`src/hw/rtl/cau_pkg.sv`:
```
package cau_pkg;

   // Fixed-point format of every operand and result part
   localparam int WORD_BITS = 16;
   localparam int FRAC_BITS = 8;
   localparam int MAG_BITS  = 2 * WORD_BITS;
   localparam int SQ_BITS   = WORD_BITS + 2;

   // Opcodes
   localparam logic [2:0] OP_ADD = 3'd0;
   localparam logic [2:0] OP_SUB = 3'd1;
   localparam logic [2:0] OP_MUL = 3'd2;
   localparam logic [2:0] OP_DIV = 3'd3;
   localparam logic [2:0] OP_MAG = 3'd4;

   // Status codes
   localparam logic [1:0] ST_OK   = 2'd0;
   localparam logic [1:0] ST_DIVZ = 2'd1;
   localparam logic [1:0] ST_SAT  = 2'd2;

   typedef struct packed {
      logic [2:0]                  opcode;
      logic signed [WORD_BITS-1:0] a_re;
      logic signed [WORD_BITS-1:0] a_im;
      logic signed [WORD_BITS-1:0] b_re;
      logic signed [WORD_BITS-1:0] b_im;
   } req_type;

   typedef struct packed {
      logic signed [WORD_BITS-1:0] res_re;
      logic signed [WORD_BITS-1:0] res_im;
      logic [1:0]                  status;
   } rsp_type;

   // Data carried down the pipeline, one copy in the combine stage and each step stage
   typedef struct packed {
      logic                 valid;
      logic [2:0]           op;
      logic                 divz;
      logic                 re_neg;
      logic [MAG_BITS-1:0]  re_mag;
      logic                 im_neg;
      logic [MAG_BITS-1:0]  im_mag;
      logic                 re_ovf;
      logic                 im_ovf;
      logic [MAG_BITS-1:0]  den;
      logic [MAG_BITS-1:0]  re_rem;
      logic [MAG_BITS-1:0]  im_rem;
      logic [WORD_BITS-1:0] re_lo;
      logic [WORD_BITS-1:0] im_lo;
      logic [WORD_BITS-1:0] re_q;
      logic [WORD_BITS-1:0] im_q;
      logic [MAG_BITS-1:0]  sq_s;
      logic [SQ_BITS-1:0]   sq_rem;
      logic [WORD_BITS-1:0] sq_q;
   } pipe_type;

   // Magnitude of a signed value one bit wider than the magnitude
   function automatic logic [MAG_BITS-1:0] abs_mag(input logic [MAG_BITS:0] x);
      logic [MAG_BITS:0] n;
      n = x[MAG_BITS] ? (~x + 1'b1) : x;
      return n[MAG_BITS-1:0];
   endfunction

endpackage

```
`src/hw/rtl/cau_step.sv`:
```
module cau_step (
   input  logic              clock,
   input  logic              reset,
   input  cau_pkg::pipe_type pipe_in,
   output cau_pkg::pipe_type pipe_out
);

   localparam int W  = cau_pkg::WORD_BITS;
   localparam int MW = cau_pkg::MAG_BITS;
   localparam int SQ = cau_pkg::SQ_BITS;

   logic [MW:0]   re_r2, im_r2, re_diff, im_diff, den_x;
   logic          re_ge, im_ge, sq_ge;
   logic [SQ+1:0] sq_sh, sq_t, sq_diff;
   cau_pkg::pipe_type step_in, step_ff;

   // One quotient bit for each divider lane
   assign den_x   = {1'b0, pipe_in.den};
   assign re_r2   = {pipe_in.re_rem, pipe_in.re_lo[W-1]};
   assign im_r2   = {pipe_in.im_rem, pipe_in.im_lo[W-1]};
   assign re_ge   = (re_r2 >= den_x);
   assign im_ge   = (im_r2 >= den_x);
   assign re_diff = re_r2 - den_x;
   assign im_diff = im_r2 - den_x;

   // One root bit: bring in two radicand bits, try (4q + 1)
   assign sq_sh   = {pipe_in.sq_rem, pipe_in.sq_s[MW-1:MW-2]};
   assign sq_t    = {2'b00, pipe_in.sq_q, 2'b01};
   assign sq_ge   = (sq_sh >= sq_t);
   assign sq_diff = sq_sh - sq_t;

   always_comb begin
      step_in        = pipe_in;
      step_in.re_rem = re_ge ? re_diff[MW-1:0] : re_r2[MW-1:0];
      step_in.im_rem = im_ge ? im_diff[MW-1:0] : im_r2[MW-1:0];
      step_in.re_q   = {pipe_in.re_q[W-2:0], re_ge};
      step_in.im_q   = {pipe_in.im_q[W-2:0], im_ge};
      step_in.re_lo  = {pipe_in.re_lo[W-2:0], 1'b0};
      step_in.im_lo  = {pipe_in.im_lo[W-2:0], 1'b0};
      step_in.sq_rem = sq_ge ? sq_diff[SQ-1:0] : sq_sh[SQ-1:0];
      step_in.sq_q   = {pipe_in.sq_q[W-2:0], sq_ge};
      step_in.sq_s   = {pipe_in.sq_s[MW-3:0], 2'b00};
   end

   always_ff @(posedge clock) begin
      if (reset) begin
         step_ff <= '0;
      end else begin
         step_ff <= step_in;
      end
   end

   assign pipe_out = step_ff;

endmodule

```
`config.mk`:
```
export PLATFORM = sky130hd
export DESIGN_NAME = cau_step
export DESIGN_NICKNAME = d
export VERILOG_FILES = /design/src/hw/rtl/cau_pkg.sv /design/src/hw/rtl/cau_step.sv
export SDC_FILE = /design/constraint.sdc
export NUM_CORES = 1
export LEC_CHECK = 0
export ABC_AREA = 1
export BUFFER_PORTS_ARGS = -buffer_cell sky130_fd_sc_hd__buf_2
export CAP_MARGIN = 20
export CORE_MARGIN = 2
export CORE_UTILIZATION = 30
export CTS_CLUSTER_DIAMETER = 100
export CTS_CLUSTER_SIZE = 12
export DETAILED_ROUTE_END_ITERATION = 16
export HOLD_SLACK_MARGIN = 0.08
export PLACE_DENSITY_LB_ADDON = 0.2
export SYNTH_ARGS = -nofsm -noshare
export SYNTH_HDL_FRONTEND = slang
export SYNTH_SLANG_ARGS = --single-unit
```
`constraint.sdc`:
```
create_clock -name clock -period 2.25 [get_ports clock]
set_input_delay 0.45 -clock clock [delete_from_list [all_inputs] [get_ports clock]]
set_output_delay 0.45 -clock clock [all_outputs]
set_load 0.05 [all_outputs]
```
# Yosys cells after proc, flatten, opt, wreduce, memory -nomap -nowiden
# Cells that the tools add are included.
[op_classes]
addsub = 3
multipliers = 0
div = 0
n_lt_le_gt_ge = 3
eq_ne = 0
shift = 0
mux = 3
bitwise_logic = 0
n_reduce_logical = 0
[op_table]
columns = ["op", "count"]
rows = [
  [">= comparator 33 x 32 -> 1 bit", 2],
  ["2-to-1 mux 32 bit", 2],
  ["subtractor 32 bit", 2],
  [">= comparator 20 x 18 -> 1 bit", 1],
  ["2-to-1 mux 18 bit", 1],
  ["subtractor 18 bit", 1],
]
[word_totals]
ff_bits = 299
latch_bits = 0
ram_bits = 0
romBits = 0
inputBits = 301
output_inout_bits = 299
wordCells = 31
memories = 0

# Logic depth before layout (Yosys ltp)
[logic_depth]
ltp_word = 2
ltp_mapped = 16
ltp_nobuf = 16

# Worst setup path before layout
# Ideal clock, no wire load.
[synth_timing]
path_kind = "input to register"
from = "input port pipe_in[213] (netlist name)"
to = "register step_ff, in the netlist pipe_out[183]"
setup_ps = 114
arrival_ps = 1943
required_ps = 2136
setup_slack_ps = 193
stages = 15
n_path_buf = 1
path_cell_list = "inv_1 -> ha_1 -> nand2_2 -> inv_2 -> nand2_1 -> nand2_1 -> nand2_1 -> nand2_1 -> nand2_1 -> nand3_2 -> nor2_4 -> buf_6 -> nand3b_1 -> nand2_1 -> nor2_2"
[synth_via]
elab_chain_len = 2
word_cells_on_any_way = 3
cone_classes = "add/sub: 1; order compare: 1; mux: 1"
[synth_lines]
columns = ["item", "line", "text"]
rows = [
  ["start, declared", "cau_step.sv:4", "input cau_pkg::pipe_type pipe_in,"],
  ["subtractor 32 bit or >= comparator 33 x 32 -> 1 bit (tied branches)", "cau_step.sv:23, cau_step.sv:21", ""],
  ["2-to-1 mux 32 bit *", "cau_step.sv:34", "step_in.re_rem = re_ge ? re_diff[MW-1:0] : re_r2[MW-1:0];"],
  ["end signal, assigned", "cau_step.sv:49", "step_ff <= step_in;"],
  ["end, declared", "cau_step.sv:15", "cau_pkg::pipe_type step_in, step_ff;"],
]
# Mark *: on every way between the ends. The rest lies on a longest branch, timed or not.
# A chain may end at the register's enable or synchronous reset.

# Worst setup path after layout
[layout_timing]
from = "input port pipe_in[12] (netlist name)"
to = "register step_ff, in the netlist pipe_out[19]"
[layout_via]
elab_chain_len = 2
[layout_lines]
columns = ["item", "line", "text"]
rows = [
  [">= comparator 20 x 18 -> 1 bit", "cau_step.sv:29", "assign sq_ge = (sq_sh >= sq_t);"],
  ["2-to-1 mux 18 bit", "cau_step.sv:40", "step_in.sq_rem = sq_ge ? sq_diff[SQ-1:0] : sq_sh[SQ-1:0];"],
]
# Every way passes these cells.

==> flow_metrics.py <==
metrics = {
    "global_route": {
        "initial_antenna_violation_count": 7,
        "total_grt_overflow": 0,
        "first_global_vias": 17544,
        "grt_pass1_wl_mm": 97.0,
        "grt_util_all_layers": 0.235,
        "grt_max_degree": 151,
    },
    "timing": {
        "finalCriticalPeriod_ns": 2.14,
        "worst_pin_slew_ns": 0.781,
        "finalMaxSlewViolations": 0,
        "maximum_clock_rate_ghz": 0.467,
        "setup-violations-final": 0,
        "finalWorstSetupSlack_ns": 0.109,
        "timing_hold_violations_final": 0,
        "rsz0062_at_grt": "no",
        "timing.slew.headroom": 0.479,
        "finalCritPeriodShare": 0.951,
    },
    "logic_synthesis": {
        "async_flop_share": 0,
        "post_synth_mux_area_share": 0,
        "synth_compound_area_frac": 0.0248,
        "most_frequently_used_flop_master_after_synthesis": "dfxtp_1",
        "xor_and_xnor_fraction_of_the_mapped_netlist_area": 0.0218,
        "synth_area_sq_um": 15600,
        "yosysWarningCount": 0,
        "synth_area_per_cell_sq_um": 6.56,
        "synth.yosys.seq_area_share": 0.378,
        "synth_simple_gate_area_frac": 0.365,
        "adder_and_majority_cell_fraction_of_the_synthesized_area": 0.0682,
        "ys_ff_latch": 295,
        "edff_count_synth": 0,
        "combinational_family_with_the_most_area_after_synthesis": "simple AND/OR/NAND/NOR gates",
        "yosysUniqueCellTypes": 39,
        "syn-instance-count": 2384,
    },
    "cells_and_area": {
        "seq_area_sq_um": 5910,
        "layout_common_cells": "654 x nand2_1, 592 x buf_2, 489 x inv_1",
        "multiInputGateArea_sq_um": 7540,
        "synthToLayoutAreaGrowth_pct": 52.1,
        "layout-drive-gt1-share": 0.295,
        "final_common_cell": "nand2_1",
        "fin_area_sq_um": 23800,
        "largest_register_ff_count": 295,
        "finish.net_count": 3788,
        "filler_instances": 5219,
    },
    "cts": {
        "worst_setup_hold_path_clk_slew_ns": 0.06,
        "cts-buffers-inserted": 29,
        "ctsHtreeMaxLevel": 1,
        "cts_root_buf": "clkbuf_16",
        "cts_sinks": 295,
        "cts-root-to-sink-buffers": 3,
        "tritoncts": "yes",
    },
    "route": {
        "avgViaCountPerCell": 4.29,
        "remaining_drc_errors": 0,
        "drtPass1Iterations": 5,
        "drt_iter0_drc": 757,
        "postRouteWirelength_mm": 66.3,
        "via_count": 17575,
        "routed_wire_length_per_instance_um": 16.2,
        "route.antenna.remaining_nets": 0,
    },
    "place": {
        "placedInstanceArea_sq_um": 21400,
        "weighted_congestion_reported_at_the_end_of_routability_driven_placement": 0.955,
        "post_place_worst_slack_ns": -0.289,
        "portBuffers": 593,
        "hpwlAfterDp_mm": 53.7,
    },
    "hold_path": {
        "hp-class": "primary input to flop",
        "worst_hold_startpoint": "pipe_in[13]",
    },
    "floorplan": {
        "floorplan.die_area_sq_um": 54000,
        "floorplan.initialDensity": 0.304,
        "io_pins": 600,
        "die-height_um": 232,
        "number_of_standard_cell_rows_in_the_floorplan": 83,
        "fp.dieW_um": 232,
        "core_region_area_sq_um": 51400,
    },
    "critical_path": {
        "worst_setup_path_startpoint": "pipe_in[12]",
        "crit_path_start_kind": "primary input",
        "path_class": "primary input to flop",
        "worstPathArrival_ns": 2.62,
        "timing.critical_path.fanout_max": 33,
        "setup.worst_path.end_class": "flop",
        "worst-endpoint-required_ns": 2.73,
    },
    "power_and_ir_drop": {
        "vdd_ir_drop_max_mv": 0.503,
        "power_density_nw_per_um2": 656,
        "cellLeakagePower_nw": 14.2,
        "power_mw": 15.6,
    },
    "run": {
        "cap_violations": 0,
    },
    "status": {
        "status": "complete, no violations",
    },
}
worst max-delay path, cell delays in order:
cell and delay, ns:
dlygate4sd3_1 0.53, buf_2 0.10, inv_1 0.05, ha_1 0.29
nand2_1 0.07, nor2_2 0.17, inv_1 0.09, nor3_2 0.16
nand3_1 0.11, nand4_2 0.12, buf_12 0.19, nand2_1 0.12
nand2_1 0.09, nor2_1 0.05
per-stage QoR:
stage                     hold WS (ns)  utilization  TNS (ns)  instances
final                            0.108        0.463         0       4093
after global routing             0.109        0.463         0       4087
after CTS                       0.0818        0.462         0       4086
after detailed placement         0.656        0.416    -14.11       3892
after global placement           0.649        0.416    -14.36       3892
after floorplan                  0.557            -         0       2387
final timing paths:
| check | end | slack (ns) | cells past startpoint |
|---|---|---|---|
| worst max-delay path | pipe_out[19] | 0.11 | 14 |
| worst min-delay path | pipe_out[14] | 0.11 | 3 |
synthesized netlist by cell type (3+ instances only):
cell | number | share of area
nand2_1 | 655 | 0.16
inv_1 | 490 | 0.12
nor2_1 | 447 | 0.11
dfxtp_1 | 295 | 0.38
ha_1 | 82 | 0.066
nand3_1 | 66 | 0.021
a21oi_1 | 55 | 0.018
nand3b_1 | 54 | 0.026
xor2_1 | 30 | 0.017
clkbuf_1 | 27 | 0.0065
nor2_2 | 24 | 0.0096
nand2_2 | 17 | 0.0068
nand3_2 | 16 | 0.010
nand4_1 | 14 | 0.0056
nor3_1 | 12 | 0.0038
inv_2 | 11 | 0.0026
o21ai_0 | 11 | 0.0035
buf_2 | 9 | 0.0029
buf_4 | 9 | 0.0043
buf_6 | 9 | 0.0065
xnor2_1 | 9 | 0.0050
and2_1 | 6 | 0.0024
nand2_4 | 6 | 0.0043
nor2_4 | 5 | 0.0036
nor4_1 | 3 | 0.0012
o21bai_1 | 3 | 0.0014
timing repair:
item / CTS / global route
endpoints found under the hold margin: 160 / 0
hold buffers: 160 / 0
gates resized for setup: 0 / 4
endpoints found under the setup margin: 0 / 18
buffers inserted: 0 / 0
power by group:
group | total [mW] | internal, mW | switching, mW
Sequential | 5.75 | 5.62 | 0.129
Combinational | 5.55 | 1.95 | 3.60
Clock | 4.32 | 2.28 | 2.04
logic make-up after synthesis:
family                     Yosys count
other                                1
xor gates and xnor gates            39
and+or+nand+nor                   1333
AOI/OAI and AO/OA                   74
DFF                                295
buffers and inverters              558
adders and majority gates           84
cell type report:
class | instances | share of cell area
well taps | 680 | 0.0358
diodes | 7 | 0.000736
inverters | 502 | 0.0792
flip-flops and latches | 295 | 0.248
clock inverters | 5 | 0.00137
clock buffers | 29 | 0.0305
repair buffers | 1041 | 0.287
multi-input cells | 1534 | 0.317
routing by layer:
layer / global-route usage / vias up / part of all wire
met5: 0 / - / 0.00036
met1: 0.270 / 7934 / 0.41
met2: 0.423 / 466 / 0.49
met3: 0.0397 / 127 / 0.056
met4: 0.105 / 4 / 0.043
li1: - / 9044 / -
Power figures use the tool's default switching activity.
