## src/hw/rtl/cau_pkg.sv

```systemverilog
package cau_pkg;

   // Fixed-point format of every operand and result part
   localparam int WORD_BITS = 16;
   localparam int FRAC_BITS = 8;
   localparam int MAG_BITS  = 2 * WORD_BITS;
   localparam int SQ_BITS   = WORD_BITS + 2;

   // Opcodes
   localparam logic [2:0] OP_ADD = 3'd0;
   localparam logic [2:0] OP_SUB = 3'd1;
   localparam logic [2:0] OP_MUL = 3'd2;
   localparam logic [2:0] OP_DIV = 3'd3;
   localparam logic [2:0] OP_MAG = 3'd4;

   // Status codes
   localparam logic [1:0] ST_OK   = 2'd0;
   localparam logic [1:0] ST_DIVZ = 2'd1;
   localparam logic [1:0] ST_SAT  = 2'd2;

   typedef struct packed {
      logic [2:0]                  opcode;
      logic signed [WORD_BITS-1:0] a_re;
      logic signed [WORD_BITS-1:0] a_im;
      logic signed [WORD_BITS-1:0] b_re;
      logic signed [WORD_BITS-1:0] b_im;
   } req_type;

   typedef struct packed {
      logic signed [WORD_BITS-1:0] res_re;
      logic signed [WORD_BITS-1:0] res_im;
      logic [1:0]                  status;
   } rsp_type;

   // Data carried down the pipeline, one copy in the combine stage and each step stage
   typedef struct packed {
      logic                 valid;
      logic [2:0]           op;
      logic                 divz;
      logic                 re_neg;
      logic [MAG_BITS-1:0]  re_mag;
      logic                 im_neg;
      logic [MAG_BITS-1:0]  im_mag;
      logic                 re_ovf;
      logic                 im_ovf;
      logic [MAG_BITS-1:0]  den;
      logic [MAG_BITS-1:0]  re_rem;
      logic [MAG_BITS-1:0]  im_rem;
      logic [WORD_BITS-1:0] re_lo;
      logic [WORD_BITS-1:0] im_lo;
      logic [WORD_BITS-1:0] re_q;
      logic [WORD_BITS-1:0] im_q;
      logic [MAG_BITS-1:0]  sq_s;
      logic [SQ_BITS-1:0]   sq_rem;
      logic [WORD_BITS-1:0] sq_q;
   } pipe_type;

   // Magnitude of a signed value one bit wider than the magnitude
   function automatic logic [MAG_BITS-1:0] abs_mag(input logic [MAG_BITS:0] x);
      logic [MAG_BITS:0] n;
      n = x[MAG_BITS] ? (~x + 1'b1) : x;
      return n[MAG_BITS-1:0];
   endfunction

endpackage

```

## src/hw/rtl/cau_back.sv

```systemverilog
module cau_back (
   input  logic              clock,
   input  logic              reset,
   input  cau_pkg::pipe_type pipe_in,
   output logic              rsp_valid,
   output cau_pkg::rsp_type  rsp_data
);

   localparam int W  = cau_pkg::WORD_BITS;
   localparam int MW = cau_pkg::MAG_BITS;
   localparam logic [MW-1:0] POS_MAX = MW'((64'd1 << (W - 1)) - 64'd1);
   localparam logic [MW-1:0] NEG_MAX = MW'(64'd1 << (W - 1));

   logic [MW-1:0]    re_mag, im_mag;
   logic             re_neg, im_neg, re_sat, im_sat, divz;
   logic [W-1:0]     re_word, im_word;
   cau_pkg::rsp_type rsp_in, rsp_ff;
   logic             rsp_valid_ff;

   // Pick the finished magnitude for the opcode
   always_comb begin
      re_mag = '0;
      im_mag = '0;
      re_neg = 1'b0;
      im_neg = 1'b0;
      divz   = 1'b0;
      case (pipe_in.op)
         cau_pkg::OP_ADD, cau_pkg::OP_SUB, cau_pkg::OP_MUL: begin
            re_mag = pipe_in.re_mag;
            im_mag = pipe_in.im_mag;
            re_neg = pipe_in.re_neg;
            im_neg = pipe_in.im_neg;
         end
         cau_pkg::OP_DIV: begin
            if (pipe_in.divz) begin
               divz = 1'b1;
            end else begin
               // quotient too large for the lane: force saturation
               re_mag = pipe_in.re_ovf ? '1 : {{(MW-W){1'b0}}, pipe_in.re_q};
               im_mag = pipe_in.im_ovf ? '1 : {{(MW-W){1'b0}}, pipe_in.im_q};
               re_neg = pipe_in.re_neg;
               im_neg = pipe_in.im_neg;
            end
         end
         cau_pkg::OP_MAG: begin
            re_mag = {{(MW-W){1'b0}}, pipe_in.sq_q};
         end
         default: begin
         end
      endcase
   end

   // Saturate to the signed word range
   always_comb begin
      re_sat  = re_neg ? (re_mag > NEG_MAX) : (re_mag > POS_MAX);
      im_sat  = im_neg ? (im_mag > NEG_MAX) : (im_mag > POS_MAX);
      re_word = re_sat ? (re_neg ? NEG_MAX[W-1:0] : POS_MAX[W-1:0])
                       : (re_neg ? (~re_mag[W-1:0] + 1'b1) : re_mag[W-1:0]);
      im_word = im_sat ? (im_neg ? NEG_MAX[W-1:0] : POS_MAX[W-1:0])
                       : (im_neg ? (~im_mag[W-1:0] + 1'b1) : im_mag[W-1:0]);
      rsp_in.res_re = re_word;
      rsp_in.res_im = im_word;
      if (divz) begin
         rsp_in.status = cau_pkg::ST_DIVZ;
      end else if (re_sat || im_sat) begin
         rsp_in.status = cau_pkg::ST_SAT;
      end else begin
         rsp_in.status = cau_pkg::ST_OK;
      end
   end

   always_ff @(posedge clock) begin
      rsp_ff <= rsp_in;
      if (reset) begin
         rsp_valid_ff <= 1'b0;
      end else begin
         rsp_valid_ff <= pipe_in.valid;
      end
   end

   assign rsp_valid = rsp_valid_ff;
   assign rsp_data  = rsp_ff;

endmodule

```

## config.mk

```make
export PLATFORM = sky130hd
export DESIGN_NAME = cau_back
export DESIGN_NICKNAME = d
export VERILOG_FILES = /design/src/hw/rtl/cau_pkg.sv /design/src/hw/rtl/cau_back.sv
export SDC_FILE = /design/constraint.sdc
export NUM_CORES = 1
export LEC_CHECK = 0
export ABC_AREA = 1
export BUFFER_PORTS_ARGS = -buffer_cell sky130_fd_sc_hd__buf_2
export CORE_AREA = 3 3 128 130
export CTS_CLUSTER_DIAMETER = 80
export DETAILED_ROUTE_END_ITERATION = 7
export DIE_AREA = 0 0 131 133
export HOLD_SLACK_MARGIN = 0.12
export SYNTH_ARGS = -nofsm -noshare
export SYNTH_HDL_FRONTEND = slang
export SYNTH_SLANG_ARGS = --single-unit
```

## constraint.sdc

```tcl
create_clock -name clock -period 1.73 [get_ports clock]
set_input_delay 0.173 -clock clock [delete_from_list [all_inputs] [get_ports clock]]
set_output_delay 0.173 -clock clock [all_outputs]
set_load 0.01 [all_outputs]
```

**Word level (Yosys, flattened, before mapping)**

Index checks and enable logic that the tools add are counted.

- Bits in registers: 35
- Input port bits: 301
- Output and inout bits: 35
- Logic and storage cells: 40

- Add/subtract/negate cells: 2
- $lt $le $gt $ge: 4
- Eq/ne operators: 4
- Muxes and demuxes: 21
- Bitwise operators: 2
- Reduce and logical (&&, ||, !) cells: 3

Operator list:

| cell | number |
|---|---|
| $mux 32 | 4 |
| $mux 16 | 6 |
| $pmux 32 s3 | 1 |
| $gt 32x15->1 const B | 2 |
| $gt 32x16->1 const B | 2 |
| $pmux 32 s2 | 1 |
| $add 16x1->16 const B | 2 |
| $not 16->16 | 2 |
| $eq 3x2->1 const B | 2 |
| $mux 1 | 6 |
| $pmux 1 s2 | 2 |
| $eq 3x1->1 const B | 1 |
| $eq 3x3->1 const B | 1 |
| $logic_not 3->1 | 1 |
| $reduce_or 3->1 | 1 |
| $mux 2 | 1 |
| $logic_or 1x1->1 | 1 |

**Logic depth before layout (Yosys ltp)**

Gate-level depths: netlist of run 1.

- Word-level depth: 7
- Mapped depth: 19
- Mapped depth without buffers: 17

**Worst setup path after synthesis of run 1**

No wires, ideal clock.

- Path kind: in2reg
- Start point: in pipe_in[226] (netlist bit)
- End point: reg rsp_ff (netlist bit rsp_data[8])
- Arrival time: 1.770 ns
- Required time: 1.612 ns
- Path slack: -0.158 ns
- Stages: 16
- Cells stage by stage: buf_2 or2_2 nand2_1 nand2_1 inv_1 ha_1 inv_1 nor2_1 nand2_1 nor2_2 nand3_2 nand2_1 nand2_2 nand2_2 buf_6 o21ai_1

- Word-level cells in the longest chain between the ends: 7
- Elaborated cells on any way between the ends: 10
- Those cells by class: 1 x add/sub; 2 x order compare; 6 x mux; 1 x bitwise

RTL lines:

| element | line | RTL |
|---|---|---|
| from (decl) | cau_back.sv:4 | `input cau_pkg::pipe_type pipe_in,` |
| $mux 32 * | cau_back.sv:40 | `im_mag = pipe_in.im_ovf ? '1 : {{(MW-W){1'b0}}, pipe_in.im_q};` |
| $mux 32 * | cau_back.sv:35 | `if (pipe_in.divz) begin` |
| $pmux 32 s2 * | cau_back.sv:27 | `case (pipe_in.op)` |
| branches (longest 3 deep; another with $gt 32x15->1) | -- |  |
| $mux 16 * | cau_back.sv:59 | `im_word = im_sat ? (im_neg ? NEG_MAX[W-1:0] : POS_MAX[W-1:0])` |
| net im_word[6] | cau_back.sv:16 | `logic [W-1:0] re_word, im_word;` |
| to (signal assigned) | cau_back.sv:73 | `rsp_ff <= rsp_in;` |
| to (decl) | cau_back.sv:17 | `cau_pkg::rsp_type rsp_in, rsp_ff;` |

Mark *: on every way through the listed nets, which the timed path passes.
A chain may end at the register's enable or synchronous reset.

**Final worst setup path of run 1**

- Start point: in pipe_in[226] (netlist bit)
- End point: reg rsp_ff (netlist bit rsp_data[17])

The elaborated chain is that of the path after synthesis.

==> impl_table.tex, run 1 <==
\begin{tabular}{lr}
\hline
Metric & Value \\
\hline
\multicolumn{2}{l}{\textbf{Run status}} \\
Result of the run & finished, final reports clean \\
\multicolumn{2}{l}{\textbf{Setup path}} \\
Max FO, Critical Path & 10 \\
Worst path required time & $\sim$1900 ps \\
Critical path capture point type & flip-flop \\
Arr. time, crit path & 1790 ps \\
Crit path kind & input pin to flip-flop \\
Crit path launch type & input pin \\
\multicolumn{2}{l}{\textbf{Placed design}} \\
DP Area & 0.00459 mm\^{}2 \\
Number of instances in the placed design & 940 \\
Routability congestion estimate & between 0.8 and 0.9 \\
Dpl hpwl & 11000 um \\
Number of port buffers & 157 \\
Pre-CTS setup slack & -293 ps \\
\multicolumn{2}{l}{\textbf{Timing}} \\
Tcrit/Tclk final & 93.6\% \\
Transition time at the pin with the least slew margin & 445 ps \\
Achievable Freq & 617 MHz \\
Slew Viols, Final & 0 \\
Unrepaired setup endpoints after global routing & true \\
Final-report hold violation count & 0 \\
Fin Setup TNS & 0 ps \\
Final setup margin & $\sim$110 ps \\
Shortest clock period the worst path allows after layout & about 1600 ps \\
Max-slew headroom at the worst pin & 70.4\% \\
Final worst hold slack & approximately 200 ps \\
Number of setup violations in the final report & 0 \\
\multicolumn{2}{l}{\textbf{Detailed routing}} \\
Detailed-route wire length & 12500 um \\
Total iterations of the first detailed-routing run & 4 \\
Wire length per cell after detailed routing & 13.1 um \\
Total DRC errors in the routed layout & 0 \\
Number of DRC violations after detailed-routing iteration 0 & 152 \\
Drt via density & 4.13 \\
Overall via count from detail\_route & 3942 \\
Final antenna-violating net count & 0 \\
\multicolumn{2}{l}{\textbf{Power}} \\
Max VDD drop & 0.330 mV \\
Power Density & 650 mW/mm\^{}2 \\
Total Power Consumption & 3.22 mW \\
Leak & 2.68 nW \\
\multicolumn{2}{l}{\textbf{Worst hold path}} \\
Worst hold path class & input pin to flip-flop \\
Worst Hold Path EP & rsp\_data[0]\$\_SDFF\_PP1\_ \\
Hold Crit Depth & 3 \\
HP Start & pipe\_in[297] \\
\multicolumn{2}{l}{\textbf{Final layout}} \\
Number of nets in the finished design & 1046 \\
Fill cells & between 1500 and 2000 \\
Share of cells above drive strength 1 & around 45\% \\
Leading cell types in the layout, fill and taps excluded & nand2\_1 (175), buf\_2 (154), buf\_4 (92), nand3\_1 (54), nor2\_1 (44) \\
Post-Route Utilization & about 32\% \\
Area added between synthesis and finish & 67.6\% \\
Most frequent standard cell in the layout excluding fill and tap cells & nand2\_1 \\
Area of all placed cells without fillers & 0.00496 mm\^{}2 \\
Number of standard cells in the layout, taps in and fillers out & 955 \\
Ant diodes & 0 \\
\multicolumn{2}{l}{\textbf{Yosys}} \\
Share of the yosys chip area belonging to registers & a little under a quarter \\
Number of nets in the synthesized netlist & about 800 \\
Mapped Avg Cell Area & approximately 5.9 um\^{}2 \\
Number of synthesized register bits & 35 \\
Cell Area, Synth & 0.00296 mm\^{}2 \\
Number of different library cells in the post-synthesis netlist & 32 \\
Count of synthesis-stage warnings from yosys & 0 \\
Synthesized instance count & 498 \\
\multicolumn{2}{l}{\textbf{Global route}} \\
Largest net degree at the start of global routing & 16 \\
Total routing usage reported by global routing & 14.0\% \\
Global-route wire length before repair & 19200 um \\
Global-route congestion overflow total & 0 \\
Initial antenna violation count & 0 \\
Number of global-route vias before repair & 3800 \\
\multicolumn{2}{l}{\textbf{Die}} \\
Vert. Die Dim & 133 um \\
I/O pin total & 336 \\
Area enclosed by the die boundary & 0.0174 mm\^{}2 \\
Std-Cell Core Area & 0.0153 mm\^{}2 \\
Effective utilization at floorplan & 19.4\% \\
FP Rows & 45 \\
Width of the chip & 131 um \\
\multicolumn{2}{l}{\textbf{Clocking}} \\
Maximum clock insertion buffer count & 2 \\
Buffer type at the clock tree root & clkbuf\_16 \\
Clk pin slew, worst setup/hold paths & 60 ps \\
Number of clock buffers inserted by TritonCTS & 5 \\
Clock Sink Count & 35 \\
Clock tree from TritonCTS & built \\
Clock H-tree levels & 2 \\
\multicolumn{2}{l}{\textbf{Job}} \\
Max Cap Viol & 0 \\
\hline
\end{tabular}
Yosys cell counts, drive strengths merged:
cell type  number  area share [%]
a21oi           3            0.63
buf            15             4.9
clkbuf          2            0.25
clkinv          2            0.25
dfxtp          35              24
ha              2            0.85
inv            45             6.0
nand2         191              26
nand3          66              13
nand3b          1            0.25
nand4           6             1.3
nor2           66             9.4
nor3            4            0.68
nor4            6             1.3
o211ai          3            0.76
o21ai          25             4.7
o22ai           2            0.42
or2            10             2.1
xor2           14             4.1
routing by layer:
layer  vias to the layer above  track usage [%]  routed length (um)
li1                       2064                -                   -
met1                      1696             20.1                6040
met2                       162             21.0                5390
met3                        20             2.54                 817
met4                         0             4.63                 294
met5                         -                0                   0
state kept, by name, summed over array words and instances (netlist names):
register   cells
rsp_data      34
rsp_valid      1
worst max-delay path, cell delays in order:
cell and delay [ps]:
buf_2 140, or2_4 240, nand2_1 70, nand2_2 60, inv_2 60, ha_2 170, inv_1 50, nor2_2 80
nand2_2 80, nor2_4 130, nand3_2 90, nand2_2 90, nand2_4 80, buf_8 150, nand2_1 50, o21ai_1 60
kinds of logic after synthesis:
logic type / Yosys count / synth area share (%)
fa+ha+maj: 2 / 0.846
xor+xnor: 14 / 4.15
simple gates: 350 / 53.3
buf+inv: 64 / 11.4
flops: 35 / 23.7
compound gates: 33 / 6.56
power breakdown:
part / internal (mW) / switching (mW)
logic: 0.627 / 0.736
clock network: 0.530 / 0.353
registers: 0.927 / 0.0471
worst max-delay path by stage:
stage                                 to    startpoint  depth (start not counted)  slack, ps
floorplan           rsp_data[23]$_DFF_P_  pipe_in[297]                         18        -60
global placement    rsp_data[19]$_DFF_P_  pipe_in[296]                         17       -240
detailed placement   rsp_data[4]$_DFF_P_  pipe_in[296]                         17       -290
CTS                 rsp_data[19]$_DFF_P_  pipe_in[296]                         17         30
global route        rsp_data[25]$_DFF_P_  pipe_in[296]                         17        -30
finish              rsp_data[17]$_DFF_P_  pipe_in[226]                         16        110
repair_timing:
action	4_1_cts	5_1_grt
hold endpoints to repair	1	0
cloned	0	1
buffers inserted	0	4
hold buffers	2	0
pin swaps	0	16
resized for setup	1	49
endpoints found under the setup margin	1	33
layout make-up:
type | count | area (um^2) | area share, %
clock buffers | 5 | 125 | 2.52
multi-input cells | 400 | 2080 | 41.9
inverters | 47 | 196 | 3.96
flip-flops and latches | 35 | 701 | 14.1
clock inverters | 3 | 20.0 | 0.404
well taps | 211 | 264 | 5.33
repair buffers | 254 | 1570 | 31.8
Note: power is estimated with default switching activity, not from simulation.
==> run 2: changes to the inputs <==
SETUP_SLACK_MARGIN = 0.5   (was not set)
==> run 2 against run 1 <==
Effect of this change: die area did not move; clock-buffer cell count did not move; worst hold slack improved by 52 ps; non-clock buffer count rose by 14; clock power fell by 2.5%; critical path depth did not move; critical endpoint unchanged; combinational power rose by 23%; global-route usage rose by 0.75 points; sequential power fell by 0.6%.
==> impl_table.tex, run 2 (synthesized netlist as in run 1, its figures left out) <==
\begin{tabular}{lr}
\hline
Metric & Value \\
\hline
\multicolumn{2}{l}{\textbf{Die}} \\
Vert. Die Dim & 133 um \\
Effective utilization at floorplan & 19.4\% \\
FP Rows & 45 \\
I/O pin total & 336 \\
Area enclosed by the die boundary & 0.0174 mm\^{}2 \\
Width of the chip & 131 um \\
Std-Cell Core Area & roughly 0.015 mm\^{}2 \\
\multicolumn{2}{l}{\textbf{Global route}} \\
Global-route congestion overflow total & 0 \\
Total routing usage reported by global routing & between 10\% and 20\% \\
Global-route wire length before repair & 20400 um \\
Largest net degree at the start of global routing & 15 \\
Number of global-route vias before repair & between 3000 and 4000 \\
Initial antenna violation count & 0 \\
\multicolumn{2}{l}{\textbf{Final layout}} \\
Sequential cell area & 701 um\^{}2 \\
Most frequent standard cell in the layout excluding fill and tap cells & buf\_2 \\
Area added between synthesis and finish & 93.6\% \\
Area taken by multi-input logic gates & 0.00259 mm\^{}2 \\
Number of nets in the finished design & 1064 \\
Ant diodes & 0 \\
Share of cells above drive strength 1 & 57.6\% \\
Fill cells & roughly 1600 \\
Leading cell types in the layout, fill and taps excluded & buf\_2 (150), nand2\_1 (127), buf\_4 (91), nand3\_1 (48), nand2\_2 (45) \\
Flip-flop count of the largest register after layout & 34 \\
Area of all placed cells without fillers & 0.00573 mm\^{}2 \\
\multicolumn{2}{l}{\textbf{Setup path}} \\
Crit path kind & input pin to flip-flop \\
Max FO, Critical Path & 5 \\
Crit path launch type & input pin \\
Arr. time, crit path & 1770 ps \\
Critical path capture point type & flip-flop \\
Worst path required time & 1900 ps \\
\multicolumn{2}{l}{\textbf{Timing}} \\
Final-report hold violation count & 0 \\
Shortest clock period the worst path allows after layout & approximately 1600 ps \\
Max-slew headroom at the worst pin & 68.5\% \\
Final worst hold slack & 251 ps \\
Unrepaired setup endpoints after global routing & true \\
Achievable Freq & approximately 630 MHz \\
Slew Viols, Final & 0 \\
Number of setup violations in the final report & 0 \\
Tcrit/Tclk final & 92.2\% \\
Transition time at the pin with the least slew margin & 467 ps \\
Fin Setup TNS & 0 ps \\
\multicolumn{2}{l}{\textbf{Clocking}} \\
Maximum clock insertion buffer count & 2 \\
Clock H-tree levels & 2 \\
Number of clock buffers inserted by TritonCTS & 5 \\
Clock Sink Count & 35 \\
Clock tree from TritonCTS & built \\
Buffer type at the clock tree root & clkbuf\_16 \\
Clk pin slew, worst setup/hold paths & 60 ps \\
\multicolumn{2}{l}{\textbf{Detailed routing}} \\
Overall via count from detail\_route & 4187 \\
Detailed-route wire length & 13700 um \\
Number of DRC violations after detailed-routing iteration 0 & roughly 230 \\
Total DRC errors in the routed layout & 0 \\
Total iterations of the first detailed-routing run & 5 \\
Drt via density & 4.30 \\
Wire length per cell after detailed routing & 14.1 um \\
Final antenna-violating net count & 0 \\
\multicolumn{2}{l}{\textbf{Worst hold path}} \\
Hold Crit Depth & 4 \\
HP Start & pipe\_in[294] \\
Worst Hold Path EP & rsp\_data[0]\$\_SDFF\_PP1\_ \\
Worst hold path class & input pin to flip-flop \\
\multicolumn{2}{l}{\textbf{Job}} \\
Max Cap Viol & 0 \\
\multicolumn{2}{l}{\textbf{Placed design}} \\
Routability congestion estimate & 0.895 \\
Dpl hpwl & 10800 um \\
Number of port buffers & 157 \\
DP Area & 0.00455 mm\^{}2 \\
\multicolumn{2}{l}{\textbf{Power}} \\
Max VDD drop & between 0.2 and 0.3 mV \\
Leak & 2.93 nW \\
Power Density & 611 mW/mm\^{}2 \\
\multicolumn{2}{l}{\textbf{Run status}} \\
Result of the run & finished, final reports clean \\
\hline
\end{tabular}
-- run 2: worst max path at each step --
stage,endpoint,start,slack (ps),cells after the start
after global placement,rsp_data[24]$_DFF_P_,pipe_in[295],-250,14
after CTS,rsp_data[17]$_DFF_P_,pipe_in[226],160,16
final,rsp_data[17]$_DFF_P_,pipe_in[226],140,16
after global routing,rsp_data[20]$_DFF_P_,pipe_in[295],30,16
after detailed placement,rsp_data[18]$_DFF_P_,pipe_in[296],-290,16
after floorplan,rsp_data[23]$_DFF_P_,pipe_in[297],-60,18
-- run 2: routing by layer --
metal | track usage, % | up-vias | wire, um
li1 | - | 2107 | -
met1 | 21.3 | 1890 | 6350
met2 | 23.0 | 175 | 6370
met3 | 2.10 | 15 | 854
met4 | 3.77 | 0 | 171
met5 | 0 | - | 0
-- run 2: per-stage QoR --
step / power (mW) / setup slack (ps) / utilization, % / cells
6_report: 3.50 / 136 / 37.5 / 973
4_1_cts: 3.28 / 156 / 33.5 / 959
3_3_place_gp: 2.25 / -249 / 29.8 / 934
5_1_grt: 3.73 / 30.1 / 37.5 / 973
3_5_place_dp: 2.25 / -286 / 29.8 / 934
2_1_floorplan: 1.62 / -55.8 / - / 498
-- run 2: what timing repair did --
item | 4_1_cts | 5_1_grt
hold buffers | 2 | 1
pin swaps | 27 | 59
endpoints found under the setup margin | 33 | 34
endpoints found under the hold margin | 1 | 1
cloned | 4 | 3
resized for setup | 85 | 130
setup buffers | 11 | 11
-- run 2: layout make-up --
| class | count | share of cell area [%] |
|---|---|---|
| Clock inverter | 3 | 0.262 |
| Inverter | 47 | 3.67 |
| Timing Repair Buffer | 268 | 31.6 |
| Sequential cell | 35 | 12.2 |
| Timing Repair inverter | 2 | 0.284 |
| Multi-Input combinational cell | 402 | 45.2 |
| Tap cell | 211 | 4.61 |
| Clock buffer | 5 | 2.19 |
-- run 2: where the power goes --
part	switching (mW)	internal [mW]	total [mW]
registers	0.0406	0.927	0.968
clock network	0.336	0.525	0.861
logic	0.904	0.765	1.67
total	1.28	2.22	3.50
-- run 2: worst max-delay path, cell delays in order --
cell and delay, ps:
buf_8 110, or2_4 220, nand2_2 70, nand2_2 60
inv_2 80, ha_4 140, inv_2 30, nor2_2 90
nand2_2 100, nor2_4 130, nand3_4 110, nand2_4 100
nand2_8 90, buf_6 150, nand2_2 50, o21ai_2 50
==> run 3: changes to the inputs <==
CELL_PAD_IN_SITES_DETAIL_PLACEMENT = 1   (was not set)
CELL_PAD_IN_SITES_GLOBAL_PLACEMENT = 2   (was not set)
CORE_AREA = not set   (was 3 3 128 130)
CORE_MARGIN = 3   (was not set)
CORE_UTILIZATION = 13   (was not set)
DIE_AREA = not set   (was 0 0 131 133)
PLACE_DENSITY_LB_ADDON = 0.1   (was not set)
==> run 3 against run 2 <==
Effect of this change: fmax down 2.6%; combinational power fell by 8%; wire length increased by 10%; via count is 3.4% lower; clock-buffer cell count grew 1; critical path type unchanged; critical endpoint is now rsp_data[19]$_DFF_P_; largest cell class unchanged; highest routed layer is now met5.
==> impl_table.tex, run 3 (synthesized netlist as in run 1, its figures left out) <==
\begin{tabular}{lr}
\hline
Metric & Value \\
\hline
\multicolumn{2}{l}{\textbf{Run status}} \\
Result of the run & finished, final reports clean \\
\multicolumn{2}{l}{\textbf{Setup path}} \\
Crit path launch type & input pin \\
Critical path capture point type & flip-flop \\
Max FO, Critical Path & 8 \\
Slowest cell on crit path & ha\_4 \\
Arr. time, crit path & 1800 ps \\
Crit path max-delay family & simple AND/OR/NAND/NOR gates \\
Buffers plus inverters on the worst setup path & 3 \\
Worst path required time & about 1900 ps \\
Slowest Stage Delay on Critical Path & 140 ps \\
Crit path kind & input pin to flip-flop \\
Ordered cell list for the critical path & buf\_8 -> nand2\_8 -> nand2\_8 -> inv\_8 -> nand2\_4 -> nand2\_4 -> nor2\_4 -> ha\_4 -> nand4\_1 -> inv\_1 -> nand2\_2 -> nor2\_4 -> nand3\_2 -> nand2\_4 -> nand2\_8 -> nand2\_8 -> o21ai\_2 \\
Critical Path Most Common Cell & nand2\_8 \\
\multicolumn{2}{l}{\textbf{Global route}} \\
Initial antenna violation count & 1 \\
Largest net degree at the start of global routing & 15 \\
Global-route wire length before repair & 23400 um \\
Number of global-route vias before repair & 4415 \\
Global-route congestion overflow total & 0 \\
Total routing usage reported by global routing & 12.3\% \\
\multicolumn{2}{l}{\textbf{Die}} \\
FP Rows & 54 \\
Std-Cell Core Area & 0.0221 mm\^{}2 \\
Effective utilization at floorplan & 13.4\% \\
Area enclosed by the die boundary & 0.0246 mm\^{}2 \\
Vert. Die Dim & 157 um \\
Width of the chip & 157 um \\
I/O pin total & 336 \\
\multicolumn{2}{l}{\textbf{Detailed routing}} \\
Wire length per cell after detailed routing & $\sim$15 um \\
Number of DRC violations after detailed-routing iteration 0 & around 70 \\
Overall via count from detail\_route & 4043 \\
Total iterations of the first detailed-routing run & 4 \\
Final antenna-violating net count & 0 \\
Total DRC errors in the routed layout & 0 \\
Detailed-route wire length & 15200 um \\
Drt via density & 3.89 \\
\multicolumn{2}{l}{\textbf{Final layout}} \\
Number of nets in the finished design & 1062 \\
Fill cells & between 2000 and 3000 \\
Most frequent standard cell in the layout excluding fill and tap cells & nand2\_1 \\
Area of all placed cells without fillers & 0.00544 mm\^{}2 \\
Flip-flop count of the largest register after layout & 34 \\
Area added between synthesis and finish & 83.8\% \\
Ant diodes & 0 \\
Share of cells above drive strength 1 & about 50\% \\
Leading cell types in the layout, fill and taps excluded & nand2\_1 (154), buf\_2 (152), buf\_4 (99), nand3\_1 (53), nor2\_1 (39) \\
\multicolumn{2}{l}{\textbf{Timing}} \\
Tcrit/Tclk final & 94.6\% \\
Achievable Freq & 611 MHz \\
Transition time at the pin with the least slew margin & $\sim$350 ps \\
Slew Viols, Final & 0 \\
Max-slew headroom at the worst pin & 76.7\% \\
Number of setup violations in the final report & 0 \\
Final worst hold slack & 172 ps \\
Shortest clock period the worst path allows after layout & 1640 ps \\
Unrepaired setup endpoints after global routing & true \\
Final-report hold violation count & 0 \\
\multicolumn{2}{l}{\textbf{Placed design}} \\
DP Area & roughly 0.0047 mm\^{}2 \\
Dpl hpwl & about 13000 um \\
Routability congestion estimate & 0.777 \\
Number of port buffers & 157 \\
\multicolumn{2}{l}{\textbf{Clocking}} \\
Clock tree from TritonCTS & built \\
Clk pin slew, worst setup/hold paths & approximately 60 ps \\
Maximum clock insertion buffer count & 2 \\
Number of clock buffers inserted by TritonCTS & 5 \\
Clock H-tree levels & 2 \\
Buffer type at the clock tree root & clkbuf\_16 \\
Clock Sink Count & 35 \\
\multicolumn{2}{l}{\textbf{Worst hold path}} \\
Worst hold path class & input pin to flip-flop \\
\multicolumn{2}{l}{\textbf{Job}} \\
Max Cap Viol & 0 \\
\multicolumn{2}{l}{\textbf{Power}} \\
Power Density & just over 600 mW/mm\^{}2 \\
Max VDD drop & 0.313 mV \\
Leak & approximately 2.8 nW \\
\hline
\end{tabular}
-- run 3: changes by cell type in the layout (fill, tap and decap cells not counted), moves of 5 or more --
cell,delta
nand2_1,+27
nand2_2,-19
nor2_1,+9
buf_4,+8
o21ai_2,-8
nand2_4,-7
nor2_4,-7
or2_2,+6
or2_4,-6
nand3_1,+5
o21ai_1,+5
-- run 3: path summary, 6_finish.rpt --
check | depth (start not counted) | to | startpoint
worst max-delay path | 17 | rsp_data[19]$_DFF_P_ | pipe_in[295]
worst min-delay path | 3 | rsp_data[0]$_SDFF_PP1_ | pipe_in[294]
-- run 3: final cells by class --
type,instances,area [um^2],area share (%)
clock buffers,6,129,2.37
clock inverters,2,12.5,0.230
inverters,47,208,3.82
multi-input cells,400,2270,41.7
flip-flops and latches,35,701,12.9
well taps,280,350,6.44
repair buffers,270,1770,32.5
-- run 3: where the power goes --
| part | switching, mW | leakage (nW) | internal, mW |
|---|---|---|---|
| Clock | 0.362 | 0.0669 | 0.532 |
| Combinational | 0.825 | 2.46 | 0.704 |
| Sequential | 0.0282 | 0.295 | 0.926 |
-- run 3: what timing repair did --
action	CTS	global route
pin swaps	26	33
gates cloned	2	0
setup buffers	12	6
endpoints found under the hold margin	1	0
endpoints found under the setup margin	33	33
gates resized for setup	56	60
hold buffers	2	0
-- run 3: through the flow --
| step | std cells | total power, mW | TNS [ps] | setup slack, ps | utilization, % |
|---|---|---|---|---|---|
| after global routing | 1040 | 3.65 | -171 | -22.9 | 24.6 |
| after global placement | 1010 | 2.30 | -8590 | -297 | 21.3 |
| after detailed placement | 1010 | 2.31 | -9370 | -368 | 21.3 |
| after CTS | 1034 | 3.36 | 0 | 75.8 | 23.4 |
| final | 1040 | 3.38 | 0 | 93.6 | 24.6 |
| after floorplan | 498 | 1.62 | -988 | -55.8 | - |
-- run 3: per-layer routing --
layer  wire length (um)  up-vias  GRT usage (%)
met5                 13        -              0
met4                176        2           2.63
met3               1000       14           3.32
met2               6580      130           19.2
met1               7400     1797           16.9
li1                   -     2100              -
